### config.mk
export PLATFORM = sky130hd
export DESIGN_NAME = fvcc_stage
export DESIGN_NICKNAME = d
export VERILOG_FILES = /design/src/design/fvcc_pkg.sv /design/src/design/fvcc_stage.sv
export SDC_FILE = /design/constraint.sdc
export NUM_CORES = 1
export LEC_CHECK = 0
export ABC_AREA = 1
export BUFFER_PORTS_ARGS = -buffer_cell sky130_fd_sc_hd__buf_2
export CORE_ASPECT_RATIO = 1.4
export CORE_MARGIN = 4
export CORE_UTILIZATION = 45
export CTS_BUF_LIST = sky130_fd_sc_hd__clkbuf_4 sky130_fd_sc_hd__clkbuf_8
export CTS_CLUSTER_DIAMETER = 40
export DETAILED_ROUTE_END_ITERATION = 12
export GPL_TIMING_DRIVEN = 0
export PLACE_DENSITY = 0.67
export RECOVER_POWER = 100
export REMOVE_ABC_BUFFERS = 1
export SLEW_MARGIN = 15
export SYNTH_ARGS = -nofsm -noshare
export SYNTH_HDL_FRONTEND = slang
export SYNTH_SLANG_ARGS = --single-unit
### constraint.sdc
create_clock -name clk -period 8.7 [get_ports clk]
set_clock_uncertainty 0.1 [all_clocks]
set_input_delay 1.74 -clock clk [delete_from_list [all_inputs] [get_ports clk]]
set_output_delay 1.74 -clock clk [all_outputs]
set_load 0.02 [all_outputs]
### src/design/fvcc_pkg.sv
// Shared types, constants and the arctangent table for the flow color coder.
// No dependencies; the top level, the stage and the testbench import it.
`timescale 1ns / 1ps
`default_nettype none

package fvcc_pkg;

  // Default hue segment lengths of the color wheel
  localparam int RED_YELLOW_STEPS_DEF   = 15;
  localparam int YELLOW_GREEN_STEPS_DEF = 6;
  localparam int GREEN_CYAN_STEPS_DEF   = 4;
  localparam int CYAN_BLUE_STEPS_DEF    = 11;
  localparam int BLUE_MAGENTA_STEPS_DEF = 13;
  localparam int MAGENTA_RED_STEPS_DEF  = 6;

  // Vectoring iterations, iterations per pipeline stage and stage count
  localparam int CORDIC_STEPS  = 28;
  localparam int STEPS_PER_STG = 2;
  localparam int NUM_STG       = CORDIC_STEPS / STEPS_PER_STG;

  // Bit pairs of the squared radius resolved by the square root
  localparam int SQRT_STEPS = 16;

  // CORDIC datapath width; operands reach about 2^30.2
  localparam int CW = 34;

  localparam logic [32:0] QUARTER_TURN = 33'h0_4000_0000;

  // Arctangent of 2^-i in binary turns, 2^32 = one full turn
  localparam logic [31:0] ATAN_TURNS [CORDIC_STEPS] = '{
    32'h20000000, 32'h12E4051E, 32'h09FB385B, 32'h051111D4,
    32'h028B0D43, 32'h0145D7E1, 32'h00A2F61E, 32'h00517C55,
    32'h0028BE53, 32'h00145F2F, 32'h000A2F98, 32'h000517CC,
    32'h00028BE6, 32'h000145F3, 32'h0000A2FA, 32'h0000517D,
    32'h000028BE, 32'h0000145F, 32'h00000A30, 32'h00000518,
    32'h0000028C, 32'h00000146, 32'h000000A3, 32'h00000051,
    32'h00000029, 32'h00000014, 32'h0000000A, 32'h00000005
  };

  // Data carried through the angle and radius stages
  typedef struct packed {
    logic signed [CW-1:0] cx;
    logic signed [CW-1:0] cy;
    logic signed [CW-1:0] cz;
    logic [31:0]          r2;
    logic [19:0]          rem;
    logic [15:0]          root;
    logic                 neg_x;
    logic                 neg_y;
    logic                 zero_x;
    logic                 zero_y;
  } stage_t;

endpackage

`default_nettype wire

### src/design/fvcc_stage.sv
// One pipeline stage: two CORDIC vectoring iterations and, in the early
// stages, two digits of the radius square root. Depends on fvcc_pkg.
`timescale 1ns / 1ps
`default_nettype none

module fvcc_stage
  import fvcc_pkg::*;
#(
  parameter int STAGE = 0
) (
  input  wire logic   clk,
  input  wire logic   rst_n,
  input  wire logic   en,
  input  wire logic   vld_i,
  input  wire stage_t d,
  output logic        vld_o,
  output stage_t      q
);

  function automatic stage_t cordic_step(input stage_t s, input int it);
    logic signed [CW-1:0] dx;
    logic signed [CW-1:0] dy;
    logic signed [CW-1:0] at;
    stage_t o;
    o  = s;
    dx = s.cy >>> it;
    dy = s.cx >>> it;
    at = $signed({{(CW-32){1'b0}}, ATAN_TURNS[it]});
    if (s.cy > 0) begin
      o.cx = s.cx + dx;
      o.cy = s.cy - dy;
      o.cz = s.cz + at;
    end else begin
      o.cx = s.cx - dx;
      o.cy = s.cy + dy;
      o.cz = s.cz - at;
    end
    return o;
  endfunction

  // Restoring square root digit: bring down one bit pair of r2
  function automatic stage_t sqrt_step(input stage_t s, input int p);
    logic [19:0] sh;
    logic [19:0] t;
    stage_t o;
    o  = s;
    sh = {s.rem[17:0], s.r2[2*p +: 2]};
    t  = {2'b00, s.root, 2'b01};
    if (sh >= t) begin
      o.rem  = sh - t;
      o.root = {s.root[14:0], 1'b1};
    end else begin
      o.rem  = sh;
      o.root = {s.root[14:0], 1'b0};
    end
    return o;
  endfunction

  stage_t s [STEPS_PER_STG+1];

  assign s[0] = d;

  for (genvar k = 0; k < STEPS_PER_STG; k++) begin : g_step
    localparam int IT = STEPS_PER_STG * STAGE + k;
    if (IT < SQRT_STEPS) begin : g_sq
      assign s[k+1] = sqrt_step(cordic_step(s[k], IT), SQRT_STEPS - 1 - IT);
    end else begin : g_nosq
      assign s[k+1] = cordic_step(s[k], IT);
    end
  end

  // Advance on enable; hold otherwise
  always_ff @(posedge clk) begin
    if (!rst_n) begin
      vld_o <= 1'b0;
    end else if (en) begin
      vld_o <= vld_i;
    end
  end

  always_ff @(posedge clk) begin
    if (en) begin
      q <= s[STEPS_PER_STG];
    end
  end

endmodule

`default_nettype wire

==> impl_metrics.tcl <==
set metrics [dict create \
    p_sw_mw 2.75 \
    cts_buffers 17 \
    max_slew_margin_pct -151 \
    grt_pass1_vias 24800 \
    synth_commonest_cells "1306 x nand2_1, 617 x inv_1, 318 x nand3_1, 312 x nor2_1, 239 x ha_1" \
    drt_iter0_markers 1591 \
    nFillCells 5893 \
    placementRows 100 \
    clock_sinks 175 \
    p_seq_share_pct 25.9 \
    end_kind "flip-flop" \
    synth_area_leaders "edfxtp_1 22%, nand2_1 20%, ha_1 12%" \
    period_needed_ns 8.42 \
    synth_seq_cells 175 \
    power_switching_share_pct 51.4 \
    cp_num_buf_inv 7 \
    core_um2 53300 \
    viasPerCell 5.23 \
    slew_violations 119 \
    yosysTopAreaCellShare_pct 21.6 \
    yosysSeqAreaShare_pct 21.6 \
    wirelength_mm 91.2 \
    gr-total-overflow 0 \
    comb_power_share_pct 63.4 \
    critPathMaxFanout 85 \
    postCtsHoldBufs 0 \
    dp_hpwl_mm 77.5 \
    required_ns 8.84 \
    path_class "input port to flip-flop" \
    drcViolationCount 0 \
    area_growth_pct 10.4 \
    slowest_stage "nor2_2" \
    crit_top_cell "nand2_1" \
    met3_length_mm 4.79 \
    clock_power_share_pct 10.7 \
    die_area_um2 57700 \
    tritoncts "done" \
    antenna_found_initial 4 \
    synth.largest_area_cell "edfxtp_1" \
    crit_family "simple AND/OR/NAND/NOR gates" \
    io_pins 353 \
    cts_buffer_depth 2 \
    worst_slew_pin_slew_ns 3.76 \
    hold_viol 0 \
    synth_async_sr_flop_share_pct 0 \
    port_buffers 350 \
    synth.distinct_cells 51 \
    dr.pass1.iters 6 \
    grtUsageTotal_pct 30.2 \
    rsz0062_at_grt "false" \
    leakagePower_nw 13.9 \
    drive_gt1_share_pct 7.59 \
    ys.flop_type "edfxtp_1" \
    wl_met2_mm 46.5 \
    fin_setup_tns_ns 0 \
    wl_per_cell_um 18.5 \
    synth_edf_count 174 \
    vias 25800 \
    fin_ws_ns 0.283 \
    start_kind "input port" \
    syn_inst 3893 \
    grt_pass1_wl_mm 135 \
    die_h_um 283 \
    initial_utilization_pct 45.5 \
    root_buffer "clkbuf_8" \
    m1WireLength_mm 32.8 \
    ys.warnings.count 0 \
    grt_max_degree 86 \
    slowest_delay_ns 0.39 \
    maxUsedRoutingLayer "met4" \
    powerDensity_nw_per_um2 200 \
    synthesis.area_um2 24200 \
    drtAntennaViolNets 0 \
    cts_setup_buffers 0 \
    syn_area_per_cell_um2 6.22 \
    p_int_mw 2.60 \
    fin_crit_sh_pct 96.7 \
    fmax_ghz 0.119 \
    crit_arrival_ns 8.56 \
    nets 4628 \
    die_x_um 204 \
    violations "max-capacitance violations, max-slew violations" \
    post-place-ws_ns -1.59 \
    h-tree-depth 4 \
    status "finished, violations left" \
    setup_viol 0 \
    maxCapViolations 2 \
    synth_most_common_cell "nand2_1" \
    cts.clk_slew.worst_paths_ns 0.10 \
    hp-class "flip-flop to flip-flop" \
    gp_congestion 1.01 \
    peakVddDrop_v 0.000112 \
    insertion_delay_ns 0.48 \
]
-- worst min-delay path: stages (launching register included) --
cell	delay (ns)
dfxtp_1	0.32
o21ai_0	0.16
a21oi_1	0.04
-- sequential cells by signal (all words and copies together), names as in the netlist --
| name | flops |
|---|---|
| q | 174 |
| vld_o | 1 |
-- power groups by stage --
stage | Clock (mW) | Combinational, mW | Sequential (mW)
after floorplan | 0 | 1.97 | 1.75
after global placement | 0 | 3.40 | 1.39
after detailed placement | 0 | 3.41 | 1.40
after CTS | 0.588 | 3.43 | 1.38
after global routing | 0.629 | 3.74 | 1.41
final | 0.570 | 3.39 | 1.39
-- placed cells by master, fill, tap and decap left out, types with 148 or more instances in the layout --
cell | netlist | layout
a21oi_1 | 208 | 208
buf_2 | 24 | 160
clkbuf_1 | 3 | 191
edfxtp_1 | 174 | 174
ha_1 | 239 | 239
inv_1 | 617 | 617
nand2_1 | 1306 | 1306
nand3_1 | 318 | 318
nor2_1 | 312 | 309
o21ai_0 | 150 | 148
-- metrics by stage --
| stage | cells | instance area, um^2 | hold WS, ns | util (%) | power (mW) |
|---|---|---|---|---|---|
| after floorplan | 3827 | 23800 | 0.506 | - | 3.72 |
| after global placement | 4891 | 26400 | 0.425 | 49.6 | 4.79 |
| after detailed placement | 4896 | 26600 | 0.444 | 49.8 | 4.81 |
| after CTS | 4929 | 27000 | 0.463 | 50.7 | 5.39 |
| after global routing | 4933 | 26700 | 0.491 | 50.2 | 5.78 |
| final | 4933 | 26700 | 0.457 | 50.2 | 5.35 |
-- layout make-up --
cell class | instances | area [um^2] | area share (%)
Clock buffer | 17 | 234 | 0.875
Antenna cell | 2 | 5.00 | 0.0187
Sequential cell | 175 | 5250 | 19.6
Inverter | 646 | 2430 | 9.08
Clock inverter | 15 | 163 | 0.608
Tap cell | 714 | 893 | 3.34
Multi-Input combinational cell | 3009 | 16200 | 60.5
Timing Repair Buffer | 355 | 1590 | 5.95
-- metal layers --
metal / vias up / global-route usage, %
li1: 13100 / -
met4: 0 / 19.8
met1: 11600 / 31.1
met3: 263 / 3.21
met2: 897 / 57.5
met5: - / 0
-- cell families after synthesis --
| group | after synthesis | share of synthesized area (%) |
|---|---|---|
| flip-flops | 175 | 21.6 |
| adder cells (fa/ha/maj) | 246 | 12.9 |
| buffers and inverters | 712 | 11.9 |
| XOR/XNOR | 170 | 6.14 |
| AO/OA/AOI/OAI | 468 | 10.7 |
| AND/OR/NAND/NOR | 2122 | 36.7 |
-- repair_timing --
| item | 4_1_cts | 5_1_grt |
|---|---|---|
| cloned | 1 | 2 |
| pin swaps | 1 | 2 |
| gates resized for setup | 6 | 6 |
| endpoints found under the setup margin | 39 | 20 |
-- worst paths after layout --
kind          start  endpoint  slack [ns]  cells past startpoint
max          d[137]    q[137]        0.28                     36
min           vld_o     vld_o        0.46                      2
max reg2reg   vld_o     vld_o        7.90                      2
min reg2reg   vld_o     vld_o        0.46                      2
Power figures use the tool's default switching activity.
